### src/dtlfo_pkg.sv
package dtlfo_pkg;

  // Configuration port geometry.
  localparam int CFG_IDX_W  = 3;
  localparam int CFG_DATA_W = 16;

  // Register indexes on the configuration port.
  localparam logic [CFG_IDX_W-1:0] REG_LFO_ENABLE  = 3'd0;
  localparam logic [CFG_IDX_W-1:0] REG_FIRST_WAIT  = 3'd1;
  localparam logic [CFG_IDX_W-1:0] REG_PERIOD_WAIT = 3'd2;
  localparam logic [CFG_IDX_W-1:0] REG_STEP_SIZE   = 3'd3;
  localparam logic [CFG_IDX_W-1:0] REG_SWING_LIMIT = 3'd4;

  // Operation codes of an input item.
  localparam logic [1:0] OP_CLEAR   = 2'd0;
  localparam logic [1:0] OP_NOTE_ON = 2'd1;
  localparam logic [1:0] OP_TICK    = 2'd2;

  // Current configuration as seen by the datapath.
  typedef struct packed {
    logic               lfo_enable;
    logic [15:0]        first_wait;
    logic [15:0]        period_wait;
    logic signed [15:0] step_size;
    logic signed [15:0] swing_limit;
  } cfg_t;

  // One input item held in the input register.
  typedef struct packed {
    logic [1:0]        operation;
    logic signed [7:0] base_detune;
  } item_t;

endpackage

### src/dtlfo_in_if.sv
interface dtlfo_in_if;
  logic              valid;
  logic              ready;
  logic [1:0]        operation;
  logic signed [7:0] base_detune;

  modport source (output valid, output operation, output base_detune, input ready);
  modport sink (input valid, input operation, input base_detune, output ready);
endinterface

### src/dtlfo_out_if.sv
interface dtlfo_out_if;
  logic               valid;
  logic               ready;
  logic signed [15:0] detune_value;
  logic               value_changed;

  modport source (output valid, output detune_value, output value_changed, input ready);
  modport sink (input valid, input detune_value, input value_changed, output ready);
endinterface

### src/dtlfo_cfg_regs.sv
module dtlfo_cfg_regs (
  input  logic                                clk,
  input  logic                                rst_n,
  input  logic                                cfg_we,
  input  logic [dtlfo_pkg::CFG_IDX_W-1:0]     cfg_index,
  input  logic [dtlfo_pkg::CFG_DATA_W-1:0]    cfg_wdata,
  output dtlfo_pkg::cfg_t                     cfg
);
  import dtlfo_pkg::*;

  cfg_t cfg_r;
  cfg_t cfg_nxt;

  // Decode a register write; unknown indexes are ignored.
  always_comb begin
    cfg_nxt = cfg_r;
    if (cfg_we) begin
      case (cfg_index)
        REG_LFO_ENABLE:  cfg_nxt.lfo_enable  = cfg_wdata[0];
        REG_FIRST_WAIT:  cfg_nxt.first_wait  = cfg_wdata;
        REG_PERIOD_WAIT: cfg_nxt.period_wait = cfg_wdata;
        REG_STEP_SIZE:   cfg_nxt.step_size   = $signed(cfg_wdata);
        REG_SWING_LIMIT: cfg_nxt.swing_limit = $signed(cfg_wdata);
        default:         cfg_nxt = cfg_r;
      endcase
    end
  end

  always_ff @(posedge clk) begin
    if (!rst_n) begin
      cfg_r <= '0;
    end else begin
      cfg_r <= cfg_nxt;
    end
  end

  assign cfg = cfg_r;

endmodule

### src/dtlfo_core.sv
module dtlfo_core (
  input  logic              clk,
  input  logic              rst_n,
  input  dtlfo_pkg::cfg_t   cfg,
  input  logic              item_valid,
  input  dtlfo_pkg::item_t  item,
  output logic              take,
  dtlfo_out_if.source       out_ch
);
  import dtlfo_pkg::*;

  // LFO state.
  logic [15:0] wait_r, wait_nxt;
  logic [15:0] offset_r, offset_nxt;
  logic        rev_r, rev_nxt;
  logic [15:0] last_r, last_nxt;

  // Result register.
  logic        out_valid_r;
  logic [15:0] value_r, value_nxt;
  logic        changed_r, changed_nxt;

  logic [15:0] base_ext;
  logic [15:0] delta;
  logic [15:0] bound;
  logic [15:0] sum;
  logic        turn;
  logic [15:0] tick_offset;
  logic [15:0] tick_value;

  // An item moves into the result register when that register is free or drains now.
  assign take = item_valid && (!out_valid_r || out_ch.ready);

  // One triangle step: add in the current direction, clamp and turn at the bound.
  assign base_ext    = {{8{item.base_detune[7]}}, item.base_detune};
  assign delta       = rev_r ? 16'(16'd0 - cfg.step_size) : cfg.step_size;
  assign bound       = rev_r ? 16'(16'd0 - cfg.swing_limit) : cfg.swing_limit;
  assign sum         = 16'(offset_r + delta);
  assign turn        = delta[15] ? ($signed(sum) <= $signed(bound))
                                 : ($signed(sum) >= $signed(bound));
  assign tick_offset = (wait_r != 16'd0) ? offset_r : (turn ? bound : sum);
  assign tick_value  = 16'(base_ext + tick_offset);

  // Next state and result for the item in the input register.
  always_comb begin
    wait_nxt    = wait_r;
    offset_nxt  = offset_r;
    rev_nxt     = rev_r;
    last_nxt    = last_r;
    value_nxt   = last_r;
    changed_nxt = 1'b0;
    case (item.operation)
      OP_CLEAR: begin
        wait_nxt   = '0;
        offset_nxt = '0;
        rev_nxt    = 1'b0;
        last_nxt   = '0;
        value_nxt  = '0;
      end
      OP_NOTE_ON: begin
        last_nxt  = base_ext;
        value_nxt = base_ext;
        if (cfg.lfo_enable) begin
          wait_nxt   = cfg.first_wait;
          offset_nxt = '0;
          rev_nxt    = 1'b0;
        end
      end
      OP_TICK: begin
        if (cfg.lfo_enable) begin
          if (wait_r != 16'd0) begin
            wait_nxt = 16'(wait_r - 16'd1);
          end else begin
            wait_nxt   = cfg.period_wait;
            offset_nxt = tick_offset;
            rev_nxt    = rev_r ^ turn;
          end
          value_nxt = tick_value;
          if (tick_value != last_r) begin
            changed_nxt = 1'b1;
            last_nxt    = tick_value;
          end
        end
      end
      default: begin
        value_nxt = last_r;
      end
    endcase
  end

  // State updates only on a transfer into the result register.
  always_ff @(posedge clk) begin
    if (!rst_n) begin
      wait_r   <= '0;
      offset_r <= '0;
      rev_r    <= 1'b0;
      last_r   <= '0;
    end else if (take) begin
      wait_r   <= wait_nxt;
      offset_r <= offset_nxt;
      rev_r    <= rev_nxt;
      last_r   <= last_nxt;
    end
  end

  always_ff @(posedge clk) begin
    if (!rst_n) begin
      out_valid_r <= 1'b0;
    end else if (take) begin
      out_valid_r <= 1'b1;
    end else if (out_ch.ready) begin
      out_valid_r <= 1'b0;
    end
  end

  always_ff @(posedge clk) begin
    if (take) begin
      value_r   <= value_nxt;
      changed_r <= changed_nxt;
    end
  end

  assign out_ch.valid         = out_valid_r;
  assign out_ch.detune_value  = $signed(value_r);
  assign out_ch.value_changed = changed_r;

`ifndef SYNTHESIS
  // Every shown result equals the last value that the state remembers.
  a_last_matches_out: assert property (@(posedge clk) disable iff (!rst_n)
    out_valid_r |-> (value_r == last_r))
    else $error("result differs from remembered last value");

  // A clear yields a zero result without a change flag.
  a_clear_result: assert property (@(posedge clk) disable iff (!rst_n)
    (take && item.operation == OP_CLEAR) |=>
      (out_valid_r && value_r == 16'd0 && !changed_r && offset_r == 16'd0))
    else $error("clear did not give a zero result");

  // While the wait runs down, an enabled tick only decrements it.
  a_wait_countdown: assert property (@(posedge clk) disable iff (!rst_n)
    (take && item.operation == OP_TICK && cfg.lfo_enable && wait_r != 16'd0) |=>
      (wait_r == 16'($past(wait_r) - 16'd1) && $stable(offset_r) && $stable(rev_r)))
    else $error("wait countdown disturbed the offset");

  // With the LFO disabled only a clear can move the offset or direction.
  a_disabled_hold: assert property (@(posedge clk) disable iff (!rst_n)
    (take && !cfg.lfo_enable && item.operation != OP_CLEAR) |=>
      ($stable(offset_r) && $stable(rev_r) && $stable(wait_r)))
    else $error("disabled LFO changed its state");
`endif

endmodule

### src/detune_triangle_lfo_unit.sv
// Delayed triangle detune LFO for one channel. Each transfer on in_ch carries one
// operation (channel clear, note-on restart or one sequencer tick) with the channel's
// static detune, and produces exactly one result on out_ch: the detune plus the LFO
// offset, wrapping at 16 bits, and a flag that marks a tick whose value changed.
// The block takes one item every clock cycle while out_ch keeps draining. An item
// taken into the input register moves into the result register once that register is
// free or drains, and its result is then offered on out_ch. With out_ch
// stalled, the two registers hold two items before in_ch.ready drops. The clock rate
// is bounded by the path from the state through the offset add, the signed limit
// compare and clamp, the add of the base detune and the compare with the last value.
// Configuration writes on cfg_we/cfg_index/cfg_wdata take effect on the next cycle
// and should be made while no item is in flight.
module detune_triangle_lfo_unit (
  input  logic                              clk,
  input  logic                              rst_n,
  dtlfo_in_if.sink                          in_ch,
  dtlfo_out_if.source                       out_ch,
  input  logic                              cfg_we,
  input  logic [dtlfo_pkg::CFG_IDX_W-1:0]   cfg_index,
  input  logic [dtlfo_pkg::CFG_DATA_W-1:0]  cfg_wdata
);
  import dtlfo_pkg::*;

  cfg_t  cfg;
  logic  s1_valid_r;
  item_t s1_item_r;
  logic  take;

  dtlfo_cfg_regs u_cfg_regs (
    .clk       (clk),
    .rst_n     (rst_n),
    .cfg_we    (cfg_we),
    .cfg_index (cfg_index),
    .cfg_wdata (cfg_wdata),
    .cfg       (cfg)
  );

  // Input register: refilled whenever it is empty or its item moves on.
  assign in_ch.ready = !s1_valid_r || take;

  always_ff @(posedge clk) begin
    if (!rst_n) begin
      s1_valid_r <= 1'b0;
    end else if (in_ch.ready) begin
      s1_valid_r <= in_ch.valid;
    end
  end

  always_ff @(posedge clk) begin
    if (in_ch.valid && in_ch.ready) begin
      s1_item_r.operation   <= in_ch.operation;
      s1_item_r.base_detune <= in_ch.base_detune;
    end
  end

  dtlfo_core u_core (
    .clk        (clk),
    .rst_n      (rst_n),
    .cfg        (cfg),
    .item_valid (s1_valid_r),
    .item       (s1_item_r),
    .take       (take),
    .out_ch     (out_ch)
  );

endmodule
### src/flat_wrapper.sv
// flat-port wrapper written by rule: the top's interface ports become plain ports
module detune_triangle_lfo_unit_flat import dtlfo_pkg::*;
  (clk, rst_n, cfg_we, cfg_index, cfg_wdata, in_ch_valid, in_ch_operation, in_ch_base_detune, in_ch_ready, out_ch_valid, out_ch_detune_value, out_ch_value_changed, out_ch_ready);
  dtlfo_in_if in_ch_i ();
  dtlfo_out_if out_ch_i ();
  input  logic clk;
  input  logic rst_n;
  input  logic cfg_we;
  input  logic [dtlfo_pkg::CFG_IDX_W-1:0] cfg_index;
  input  logic [dtlfo_pkg::CFG_DATA_W-1:0] cfg_wdata;
  input wire logic [$bits(in_ch_i.valid)-1:0] in_ch_valid;
  input wire logic [$bits(in_ch_i.operation)-1:0] in_ch_operation;
  input wire logic [$bits(in_ch_i.base_detune)-1:0] in_ch_base_detune;
  output wire logic [$bits(in_ch_i.ready)-1:0] in_ch_ready;
  output wire logic [$bits(out_ch_i.valid)-1:0] out_ch_valid;
  output wire logic [$bits(out_ch_i.detune_value)-1:0] out_ch_detune_value;
  output wire logic [$bits(out_ch_i.value_changed)-1:0] out_ch_value_changed;
  input wire logic [$bits(out_ch_i.ready)-1:0] out_ch_ready;
  assign in_ch_i.valid = in_ch_valid;
  assign in_ch_i.operation = in_ch_operation;
  assign in_ch_i.base_detune = in_ch_base_detune;
  assign in_ch_ready = in_ch_i.ready;
  assign out_ch_valid = out_ch_i.valid;
  assign out_ch_detune_value = out_ch_i.detune_value;
  assign out_ch_value_changed = out_ch_i.value_changed;
  assign out_ch_i.ready = out_ch_ready;
  detune_triangle_lfo_unit u_core (.clk(clk), .rst_n(rst_n), .in_ch(in_ch_i), .out_ch(out_ch_i), .cfg_we(cfg_we), .cfg_index(cfg_index), .cfg_wdata(cfg_wdata));
endmodule
### config.mk
export PLATFORM = sky130hd
export DESIGN_NAME = detune_triangle_lfo_unit_flat
export DESIGN_NICKNAME = d
export VERILOG_FILES = /design/src/dtlfo_pkg.sv /design/src/dtlfo_in_if.sv /design/src/dtlfo_out_if.sv /design/src/dtlfo_cfg_regs.sv /design/src/dtlfo_core.sv /design/src/detune_triangle_lfo_unit.sv /design/src/flat_wrapper.sv
export SDC_FILE = /design/constraint.sdc
export NUM_CORES = 1
export LEC_CHECK = 0
export BUFFER_PORTS_ARGS = -buffer_cell sky130_fd_sc_hd__buf_4
export CELL_PAD_IN_SITES_DETAIL_PLACEMENT = 0
export CELL_PAD_IN_SITES_GLOBAL_PLACEMENT = 1
export CORE_MARGIN = 2
export CORE_UTILIZATION = 46
export CTS_CLUSTER_SIZE = 20
export DETAILED_ROUTE_END_ITERATION = 6
export PLACE_DENSITY_LB_ADDON = 0.1
export SLEW_MARGIN = 20
export SYNTH_ARGS = -nofsm -noshare
export SYNTH_HDL_FRONTEND = slang
export SYNTH_SLANG_ARGS = --single-unit
### constraint.sdc
create_clock -name clk -period 9.7 [get_ports clk]
set_input_delay 2.425 -clock clk [delete_from_list [all_inputs] [get_ports clk]]
set_output_delay 2.425 -clock clk [all_outputs]
set_load 0.01 [all_outputs]
; ---- After elaboration in Yosys (flattened, before gate mapping)
; Cells that the tools add are included.
; W data, S select, Z words.
[totals]
reg_bits = 143
input_bits = 34
output_inout_bits = 19
word_cells = 79
[classes]
n_addsub = 5
magnitude_cmp = 2
n_eq_ne = 11
muxes = 25
n_bitwise = 1
n_reduce_logical = 20
[op_table]
columns = op, count
row1 = $mux W16, 13
row2 = $pmux W16 S3, 4
row3 = $add A16 B16 Y16, 2
row4 = $sub A1 B16 Y16 const A, 2
row5 = $ge A16 B16 Y1, 1
row6 = $le A16 B16 Y1, 1
row7 = $ne A16 B16 Y1, 1
row8 = $reduce_bool A16 Y1, 1
row9 = $sub A16 B1 Y16 const B, 1
row10 = $reduce_and A2 Y1, 6
row11 = $reduce_and A4 Y1, 2
row12 = $mux W1, 7
row13 = $eq A3 B2 Y1 const B, 2
row14 = $reduce_and A5 Y1, 1
row15 = $ne A2 B1 Y1 const B, 2
row16 = $ne A2 B2 Y1 const B, 2
row17 = $eq A3 B1 Y1 const B, 1
row18 = $eq A3 B3 Y1 const B, 1
row19 = $logic_not A3 Y1, 1
row20 = $pmux W1 S3, 1
row21 = $reduce_bool A3 Y1, 1
row22 = $eq A2 B1 Y1 const B, 1
row23 = $eq A2 B2 Y1 const B, 1
row24 = $logic_and A1 B1 Y1, 2
row25 = other kinds (5), 7

; ---- Logic depth before layout (Yosys ltp)
; Gate-level depths: netlist (run 1).
[logic_depth]
word_depth = 12
mapped_depth = 40

; ---- Hierarchy
; A second synthesis (run 1) with hierarchy kept.
[unflattened]
hier_cells = 1121
hier_area_um2 = 9542.9
[modules_own_cells]
columns = mod, instances, cells_per_inst, area_per_inst_um2, seq_area_each_um2
row1 = dtlfo_core, 1, 873, 6736.5, 1511.4
row2 = dtlfo_cfg_regs, 1, 233, 2448.6, 1301.2
row3 = detune_triangle_lfo_unit, 1, 15, 357.8, 320.3

; ---- Worst setup path after synthesis (run 1)
; No wires, ideal clock.
[synth_path]
path_type = reg2reg
from = register u_core.u_core.rev_r
to = register u_core.u_core.last_r[10]
arrival_time_ns = 8.420
setup_slack_ns = 1.208
path_stages_with_launch = 39
path_buffers = 5
period_less_slack_ns = 8.492
cell_sequence = dfxtp_1 clkbuf_1 clkbuf_1 clkbuf_1 nand2_1 xnor2_1 ha_1 o21ai_0 a21oi_1 o21ai_0 a21oi_1 o21ai_0 a21oi_1 o41ai_1 xor2_1 inv_1 ha_1 nand4_1 [3 not listed] mux2i_1 clkbuf_1 a21oi_1 o21ai_0 ha_1 inv_1 fa_1 nand3b_1 a211oi_1 nor3_1 o31a_1 xnor2_1 o221ai_1 nor4_1 nand2_1 o21ai_4 buf_8 mux2i_1
[synth_between]
elab_chain_len = 10
[synth_lines]
columns = item, line
row1 = from (decl), dtlfo_core.sv:15  ; logic rev_r, rev_nxt;
row2 = from (signal assigned), dtlfo_core.sv:101  ; rev_r <= rev_nxt;
row3 = $mux W16, dtlfo_core.sv:36  ; assign delta = rev_r ? 16'(16'd0 - cfg.step_size) : cfg.step_size;
row4 = $add A16 B16 Y16, dtlfo_core.sv:38  ; assign sum = 16'(offset_r + delta);
row5 = $ge A16 B16 Y1 / $le A16 B16 Y1 (equally long branches), "dtlfo_core.sv:40, dtlfo_core.sv:39"
row6 = $mux W1, dtlfo_core.sv:39  ; assign turn = delta[15] ? ($signed(sum) <= $signed(bound))
row7 = $mux W16 (*) (2 in series), dtlfo_core.sv:41  ; assign tick_offset = (wait_r != 16'd0) ? offset_r : (turn ? bound : sum);
row8 = $add A16 B16 Y16 (*), dtlfo_core.sv:42  ; assign tick_value = 16'(base_ext + tick_offset);
row9 = $ne A16 B16 Y1 / $mux W16 (equally long branches), dtlfo_core.sv:79  ; if (tick_value != last_r) begin
row10 = $ne A2 B2 Y1 (no line) / $mux W16 (equally long branches), n/a
row11 = $reduce_and A4 Y1 (no line) / $pmux W16 S3 (equally long branches), n/a
row12 = to (signal assigned), dtlfo_core.sv:102  ; last_r <= last_nxt;
row13 = to (decl), dtlfo_core.sv:16  ; logic [15:0] last_r, last_nxt;
; Every way passes the cells marked *; elsewhere a longest branch is shown, timed or not. The select of a mux whose other input is x is not followed.
; A chain may end at the register's enable or synchronous reset.

; ---- Worst setup path after layout (run 1)
[layout_path]
from = register u_core.u_cfg_regs.cfg_r (netlist bit u_core.u_cfg_regs.cfg[16])
to = register u_core.u_core.last_r[6]
[layout_between]
elab_chain_len = 11
[layout_lines]
columns = item, line
row1 = from (decl), dtlfo_cfg_regs.sv:11  ; cfg_t cfg_r;
row2 = from (signal assigned), dtlfo_cfg_regs.sv:33  ; cfg_r <= cfg_nxt;
row3 = $sub A1 B16 Y16, dtlfo_core.sv:36
row4 = $mux W16 (*), dtlfo_core.sv:36
row5 = $add A16 B16 Y16, dtlfo_core.sv:38
row6 = $ge A16 B16 Y1 / $le A16 B16 Y1 (equally long branches), "dtlfo_core.sv:40, dtlfo_core.sv:39"
row7 = $mux W1, dtlfo_core.sv:39
row8 = $mux W16 (*) (2 in series), dtlfo_core.sv:41
row9 = $add A16 B16 Y16 (*), dtlfo_core.sv:42
row10 = $ne A16 B16 Y1 / $mux W16 (equally long branches), dtlfo_core.sv:79
row11 = $ne A2 B2 Y1 (no line) / $mux W16 (equally long branches), n/a
row12 = $reduce_and A4 Y1 (no line) / $pmux W16 S3 (equally long branches), n/a
; Marked as above.

==> out/results.txt, run 1 <==
Pre-CTS setup slack - 103.6 ps
Num ports - 53
Worst path required time - 10060 ps
Syn avg cell area - 7.846 µm²
Max Cap Viol - 0
Diode count - 0
Commonest register cell after synthesis - dfxtp_1
Max Clk Rate - 0.1103 GHz
Failing checks - design-rule violations
Register area - 3133 µm²
Final net count - 1287
First-pass GRT wire length - 41930 µm
Synth area leaders - dfxtp_1 (25%), nand2_1 (11%), edfxtp_1 (8.8%)
R2R cell count - 38
Status - finished, violations left
CTS Sinks - 143
Dominant cell type by area after synthesis - dfxtp_1
Synth top cells by count - nand2_1 (263), a21oi_1 (120), dfxtp_1 (116)
Multi-input logic area - 5731 µm²
Syn Inst Count - 1175
Worst setup SP type - register
Yosys top cell area share - 25.19%
Drt initial violations - 610
Post-route antenna net violation count - 0
Hold Violations, Final - 0
Core Area - 19590 µm²
Placed cell areas - 9768 µm²
Layout area overhead - 13.25%
Post-synth EDFFs - 27
Yosys warnings - 0
Leak - 4.238 nW
DRC violations left - 2
Least-Margin Pin Slew - 1066 ps
GRT Total Usage - 24.82%
CTS max path bufs - 2
Max-slew violations - 0
Port Buffers - 52
Min-delay worst type - reg -> reg
Placer congestion estimate - 0.8966
Routed wire per std cell - 17.76 µm
RSZ-0062 raised after global routing - false
Endpoints failing setup - 0
Root Buffer Master - clkbuf_16
Die H - 145.6 µm
Die W - 145.6 µm
Mapped Nets - 1268
Post-Route WL - 26150 µm
DIE AREA - 21190 µm²
Design area - 10440 µm²
Worst Hold Path Cells - 2
Tcrit/Tclk final - 93.45%
Vias in the first global route - 7872
Overall power - 1.679 mW
Layout Skew - 10.92 ps
Critical Path Max Stage Delay - 610 ps
Row cnt - 51
Initial antenna violation count - 0
Register bit total from synthesis - 143
Fin Setup TNS - 0 ps
Most frequent cell after synthesis - nand2_1
DR vias - 8331
CTS tree - done
Pin count of the biggest net entering global routing - 97
Pwr per Cell Area - 160.8 nW/µm²
Grt ovf - 0
CTS H-tree depth - 4
Yosys cell types - 65
Sequential cell area fraction in the yosys report - 33.98%
Pre-Repair DR Iteration Count - 7
Post-DP HPWL - 18980 µm
Crit end category - register
Starting Density - 47.06%
Post-Syn Area - 9219 µm²
Ys async rst share - 0%
PnR worst setup slack - 635.7 ps
Post-CTS Hold Fix Bufs - 0
Crit-path max FO - 15
CP max-delay cell - or4_1
Relative slew margins - 28.92%
Avg Vias per Cell - 5.660
Fill count - 1927
Critical path class - reg -> reg
Clk_lat worst skew - 430 ps
CTS clk-pin slew, worst paths - 70 ps
Fraction of layout cells with a size suffix above 1 - 9.196%
Critical Path AT - 9420 ps
TritonCTS buffer count - 17
Worst ir drop on vdd - 0.1044 mV
Minimum clock period - 9064 ps
-- metrics by stage --
step	std cells	hold WS, ps	utilization (%)
final	1472	451.3	53.29
after CTS	1471	453.7	53.01
after global placement	1439	443.1	49.86
after detailed placement	1439	444.1	49.86
after floorplan	1175	433.2	-
after global routing	1472	472.7	53.29
-- power breakdown --
part           leakage [nW]  switching [mW]  internal, mW
clock                 0.305           0.301         0.380
combinational          2.74           0.226         0.140
sequential             1.19          0.0124         0.620
total                  4.24           0.539          1.14
-- timing repair --
action | 4_1_cts | 5_1_grt
setup buffers | 0 | 1
resized for setup | 0 | 7
endpoints found under the setup margin | 0 | 17
-- layer usage --
| metal | share of wire (%) | vias up | GRT usage, % | routed length, µm |
|---|---|---|---|---|
| met2 | 46 | 208 | 40.05 | 12030 |
| met1 | 48 | 3890 | 34.46 | 12500 |
| met3 | 4.3 | 36 | 3.793 | 1130 |
| li1 | - | 4197 | - | - |
| met5 | 0 | - | 0 | 0 |
| met4 | 1.9 | 0 | 7.451 | 493 |
-- sequential cells by signal, summed over array words and instances, names as in the netlist --
register                            flops
u_core.s1_valid_r                       1
u_core.u_core.last_r                   16
u_core.u_cfg_regs.cfg                  65
u_core.u_core.out_ch.detune_value      16
u_core.s1_item_r                       10
u_core.u_core.rev_r                     1
u_core.u_core.out_ch.valid              1
u_core.u_core.wait_r                   16
u_core.u_core.out_ch.value_changed      1
u_core.u_core.offset_r                 16
-- cell families after synthesis --
family	Yosys count	synth area share [%]
AOI/OAI and AO/OA	330	22.03
xor gates and xnor gates	75	8.048
adders and majority gates	59	8.170
buffers and inverters	101	4.234
DFF	143	33.98
muxes	24	2.674
and+or+nand+nor	443	20.86
-- critical path, delay by kind of cell, from the launching register on --
| family | cells | cell delay [ps] |
|---|---|---|
| AOI/OAI and AO/OA | 15 | 3580 |
| xor gates and xnor gates | 3 | 640 |
| adders and majority gates | 5 | 1490 |
| buffers and inverters | 4 | 370 |
| DFF | 1 | 380 |
| muxes | 2 | 370 |
| and+or+nand+nor | 9 | 2160 |
-- final timing paths --
path / start / end / slack (ps)
max: u_core.u_cfg_regs.cfg[16] / u_core.u_core.last_r[6] / 640
max reg2reg: u_core.u_cfg_regs.cfg[16] / u_core.u_core.last_r[6] / 640
min: u_core.u_cfg_regs.cfg[37] / u_core.u_cfg_regs.cfg[37] / 450
min reg2reg: u_core.u_cfg_regs.cfg[37] / u_core.u_cfg_regs.cfg[37] / 450
-- layout make-up --
type	count	share of cell area, %
Timing Repair Buffer	63	4.650
Inverter	38	1.366
Tap cell	265	3.176
Multi-Input combinational cell	931	54.89
Clock buffer	20	4.686
Clock inverter	12	1.222
Sequential cell	143	30.01
-- cells in the final DEF, fill, tap and decap left out, drive strengths merged, types with 5 or more instances in the layout --
cell type and count:
a21o 14, a21oi 120, a22o 7, a22oi 34, a31oi 7, and2 8, and3 5, buf 63
clkbuf 20, dfxtp 116, edfxtp 27, ha 57, inv 47, mux2i 22, nand2 263, nand2b 9
nand3 14, nand4 5, nor2 80, nor2b 6, nor3 11, nor4 6, o211ai 14, o21ai 81
o31ai 10, o41ai 6, or2 5, or3 13, or4 9, xnor2 44, xor2 25
Note: power is estimated with default switching activity, not from simulation.
==> inputs of run 2 (changes only) <==
CORE_UTILIZATION = 50   (was 46)
clock period = 11 ns   (was 9.7 ns; I/O delays follow)
==> run 2 against run 1 <==
Count of clock-buffer cells in the layout fell by 2. Hold slack barely moved. The run now ends clean. Sequential power shrank 12%. Power down 14%. Critical path type unchanged. Core utilization up 3.8 points. Global-route usage is 1.6 points higher.
==> out/results.txt, run 2 (synthesis results as in run 1) <==
Post-route antenna net violation count - 0
Tcrit/Tclk final - 86.60%
Worst Hold Path Cells - 2
Initial antenna violation count - 0
Vias in the first global route - 7600
Post-CTS Resized - 0
RSZ-0062 raised after global routing - false
Commonest non-fill, non-tap cell in the layout - nand2_1
Fin Setup TNS - 0 ps
Clk_lat worst skew - 440 ps
Final design utilization - 57.11%
Post-CTS Hold Fix Bufs - 0
Clock share of power - 39.3%
Pwr per Cell Area - 139.5 nW/µm²
Sequential power share - 38.9%
Endpoints failing setup - 0
Minimum clock period - 9526 ps
Max-slew violations - 0
Diode count - 0
Cell Count Post-Placement - 1401
Placer congestion estimate - 0.8867
CTS max path bufs - 2
Int Pwr - 0.9688 mW
Grt ovf - 0
TritonCTS buffer count - 17
Post-Route WL - 26010 µm
Num ports - 53
Pre-Repair DR Iteration Count - 5
R2R cell count - 38
Min-delay worst type - reg -> reg
CP max-delay cell - nor4_1
Comb pwr share - 21.9%
Critical path class - reg -> reg
CTS H-tree depth - 4
DRC violations left - 0
CTS Sinks - 143
GRT Total Usage - 26.42%
Row cnt - 49
Drt initial violations - 650
Leak - 4.197 nW
Hold Violations, Final - 0
Critical Path AT - 9880 ps
Net Switching - 0.4670 mW
Finished Layout Cells - 1433
Switching Fraction - 32.53%
Worst ir drop on vdd - 0.1310 mV
Max reg flops - 65
Relative slew margins - 27.29%
Post-DP HPWL - 18930 µm
DR vias - 8284
Max Clk Rate - 0.1050 GHz
Die W - 139.8 µm
Routed wire per std cell - 18.15 µm
Pin count of the biggest net entering global routing - 97
Status - finished, final reports clean
Critical Path Max Stage Delay - 610 ps
CTS clk-pin slew, worst paths - 60 ps
Layout Skew - 19.25 ps
CTS tree - done
Avg Vias per Cell - 5.781
Post CTS Setup Buffer Count - 0
Fraction of layout cells with a size suffix above 1 - 8.721%
Max Cap Viol - 0
Worst path required time - 11360 ps
Port Buffers - 52
Crit end category - register
Final net count - 1284
Worst setup SP type - register
Layout area overhead - 11.66%
Core Area - 18020 µm²
Starting Density - 51.15%
Most frequent cells in the layout - nand2_1 (263), a21oi_1 (120), dfxtp_1 (116)
Root Buffer Master - clkbuf_16
Least-Margin Pin Slew - 1087 ps
First-pass GRT wire length - 41010 µm
Crit-path max FO - 15
Die H - 139.8 µm
DIE AREA - 19540 µm²
## run 2: worst paths after layout
kind	startpoint	end	slack, ps
worst max-delay path	u_core.u_cfg_regs.cfg[16]	u_core.u_core.last_r[2]	1470
worst min-delay path	u_core.u_cfg_regs.cfg[42]	u_core.u_cfg_regs.cfg[42]	450
worst max register to register	u_core.u_cfg_regs.cfg[16]	u_core.u_core.last_r[2]	1470
worst min register to register	u_core.u_cfg_regs.cfg[42]	u_core.u_cfg_regs.cfg[42]	450
## run 2: stage by stage
stage / hold slack, ps / worst slack, ps / power [mW] / cell area, µm²
after global placement: 442.2 / 1870 / 0.8777 / 9708
after CTS: 454.3 / 1555 / 1.444 / 10290
after floorplan: 433.2 / 2509 / 0.7929 / 9219
after detailed placement: 445.3 / 1607 / 0.8797 / 9708
after global routing: 472.3 / 547.1 / 1.497 / 10290
final: 451.4 / 1474 / 1.436 / 10290
## run 2: critical path: cells and delay by family (launching register included)
kind	cells	cell delay (ps)
compound gates	15	3620
simple gates	9	2400
fa+ha+maj	5	1660
xor+xnor	3	610
buf+inv	4	380
mux	2	380
flops	1	370
## run 2: cell type report
| type | count | area (µm²) |
|---|---|---|
| clock inverters | 14 | 148.9 |
| fillers | 1748 | 7731 |
| flip-flops and latches | 143 | 3133 |
| multi-input cells | 931 | 5703 |
| inverters | 38 | 142.6 |
| well taps | 229 | 286.5 |
| clock buffers | 18 | 429.2 |
| repair buffers | 60 | 450.4 |
## run 2: power groups by stage
stage                     Combinational [mW]  Sequential [mW]  Clock [mW]
final                                  0.314            0.558       0.564
after global routing                   0.345            0.559       0.593
after CTS                              0.311            0.558       0.575
after detailed placement               0.310            0.570           0
after global placement                 0.308            0.569           0
after floorplan                        0.225            0.568           0
## run 2: layer usage
metal  vias to the layer above  GRT usage (%)  routed length [µm]
met1                      3898          36.96               12250
met3                        21          3.648                1231
li1                       4179              -                   -
met4                         0          6.105                 303
met5                         -              0                   0
met2                       186          43.49               12220
==> inputs of run 3 (changes only) <==
PLACE_DENSITY = 0.92   (was unset)
PLACE_DENSITY_LB_ADDON = unset   (was 0.1)
clock period = 12.3 ns   (was 11 ns; I/O delays follow)
==> run 3 against run 2 <==
Clock power down 3%. Clock skew is 2.6 ps lower. Fmax fell by 1.4%. Sequential power decreased by 11%. Global-route usage rose by 0.12 points. Non-clock buffer count rose by 2. Via count is 0.80% higher. Power decreased by 7.9%. Worst setup slack improved by 1200 ps. Register-to-register slack gained 1200 ps. Final cell count grew 0.14%.
==> out/results.txt, run 3 (synthesis results as in run 1) <==
Worst setup SP type - register
CTS tree - done
DRC violations left - 0
Port Buffers - 52
Max reg flops - 65
Worst path required time - 12660 ps
CTS Sinks - 143
Final net count - 1286
Post-Route WL - 25820 µm
Critical Path Max Stage Delay - 610 ps
Diode count - 0
Post-route antenna net violation count - 0
CTS clk-pin slew, worst paths - 80 ps
Num ports - 53
Max Cap Viol - 0
Minimum clock period - 9658 ps
Critical Path AT - 10010 ps
Tcrit/Tclk final - 78.52%
RSZ-0062 raised after global routing - false
Fraction of layout cells with a size suffix above 1 - 8.872%
Cell Count Post-Placement - 1403
Post-DP HPWL - 18260 µm
WHS - 454.0 ps
Post CTS Setup Buffer Count - 0
CTS max path bufs - 2
Clk_lat worst skew - 440 ps
Least-Margin Pin Slew - 1085 ps
R2R cell count - 38
Grt ovf - 0
Final design utilization - 57.39%
Post-CTS Hold Fix Bufs - 0
Die W - 139.8 µm
TritonCTS buffer count - 17
Endpoints failing setup - 0
Placer congestion estimate - 0.9153
Worst ir drop on vdd - 0.09236 mV
Root Buffer Master - clkbuf_16
First-pass GRT wire length - 41130 µm
Crit end category - register
Initial antenna violation count - 0
Pwr per Cell Area - 127.9 nW/µm²
CTS H-tree depth - 4
PnR worst setup slack - 2642 ps
Die H - 139.8 µm
Placed cell areas - 9723 µm²
Crit-path max FO - 15
Routed wire per std cell - 17.99 µm
Post-CTS Resized - 0
Hold Violations, Final - 0
Avg Vias per Cell - 5.819
Overall power - 1.323 mW
Starting Density - 51.15%
Pre-CTS setup slack - 2729 ps
Row cnt - 49
Commonest non-fill, non-tap cell in the layout - nand2_1
Relative slew margins - 27.37%
Max-slew violations - 0
Critical path class - reg -> reg
Max Clk Rate - 0.1035 GHz
Drt initial violations - 531
DIE AREA - 19540 µm²
Design area - 10340 µm²
Vias in the first global route - 7727
Finished Layout Cells - 1435
DR vias - 8350
Pre-Repair DR Iteration Count - 5
Fin Setup TNS - 0 ps
Layout Skew - 16.68 ps
GRT Total Usage - 26.55%
Leak - 4.227 nW
Most frequent cells in the layout - nand2_1 (263), a21oi_1 (120), dfxtp_1 (116)
Min-delay worst type - reg -> reg
Layout area overhead - 12.20%
Status - finished, final reports clean
Worst Hold Path Cells - 2
Core Area - 18020 µm²
Pin count of the biggest net entering global routing - 102
CP max-delay cell - or4_1
run 3: worst paths after layout:
check / start / to / slack [ps]
setup / recovery: u_core.u_cfg_regs.cfg[16] / u_core.u_core.last_r[4] / 2640
hold / removal: u_core.u_cfg_regs.cfg[32] / u_core.u_cfg_regs.cfg[32] / 450
setup reg to reg: u_core.u_cfg_regs.cfg[16] / u_core.u_core.last_r[4] / 2640
hold reg to reg: u_core.u_cfg_regs.cfg[32] / u_core.u_cfg_regs.cfg[32] / 450
run 3: layout make-up:
| class | count | area, µm² |
|---|---|---|
| Multi-Input combinational cell | 931 | 5698 |
| Inverter | 38 | 142.6 |
| Fill cell | 1696 | 7681 |
| Clock inverter | 15 | 192.7 |
| Sequential cell | 143 | 3133 |
| Timing Repair Buffer | 62 | 465.4 |
| Tap cell | 229 | 286.5 |
| Clock buffer | 17 | 425.4 |
run 3: where the power goes:
part | internal, mW | switching [mW]
Sequential | 0.489 | 0.00942
Combinational | 0.108 | 0.172
Clock | 0.294 | 0.250
Total | 0.891 | 0.432
run 3: routing by layer:
metal  up-vias  GRT usage (%)  wire length [µm]
met2       222          42.93             12140
li1       4186              -                 -
met1      3901          36.48             11780
met4         0          8.895               611
met5         -              0                 0
met3        41          3.923              1283
run 3: worst max-delay path: cells and delay by family, from the launching register on:
| kind | cells | cell delay, ps |
|---|---|---|
| fa+ha+maj | 5 | 1650 |
| simple gates | 9 | 2380 |
| mux | 2 | 360 |
| flops | 1 | 380 |
| buf+inv | 4 | 390 |
| compound gates | 15 | 3820 |
| xor+xnor | 3 | 580 |
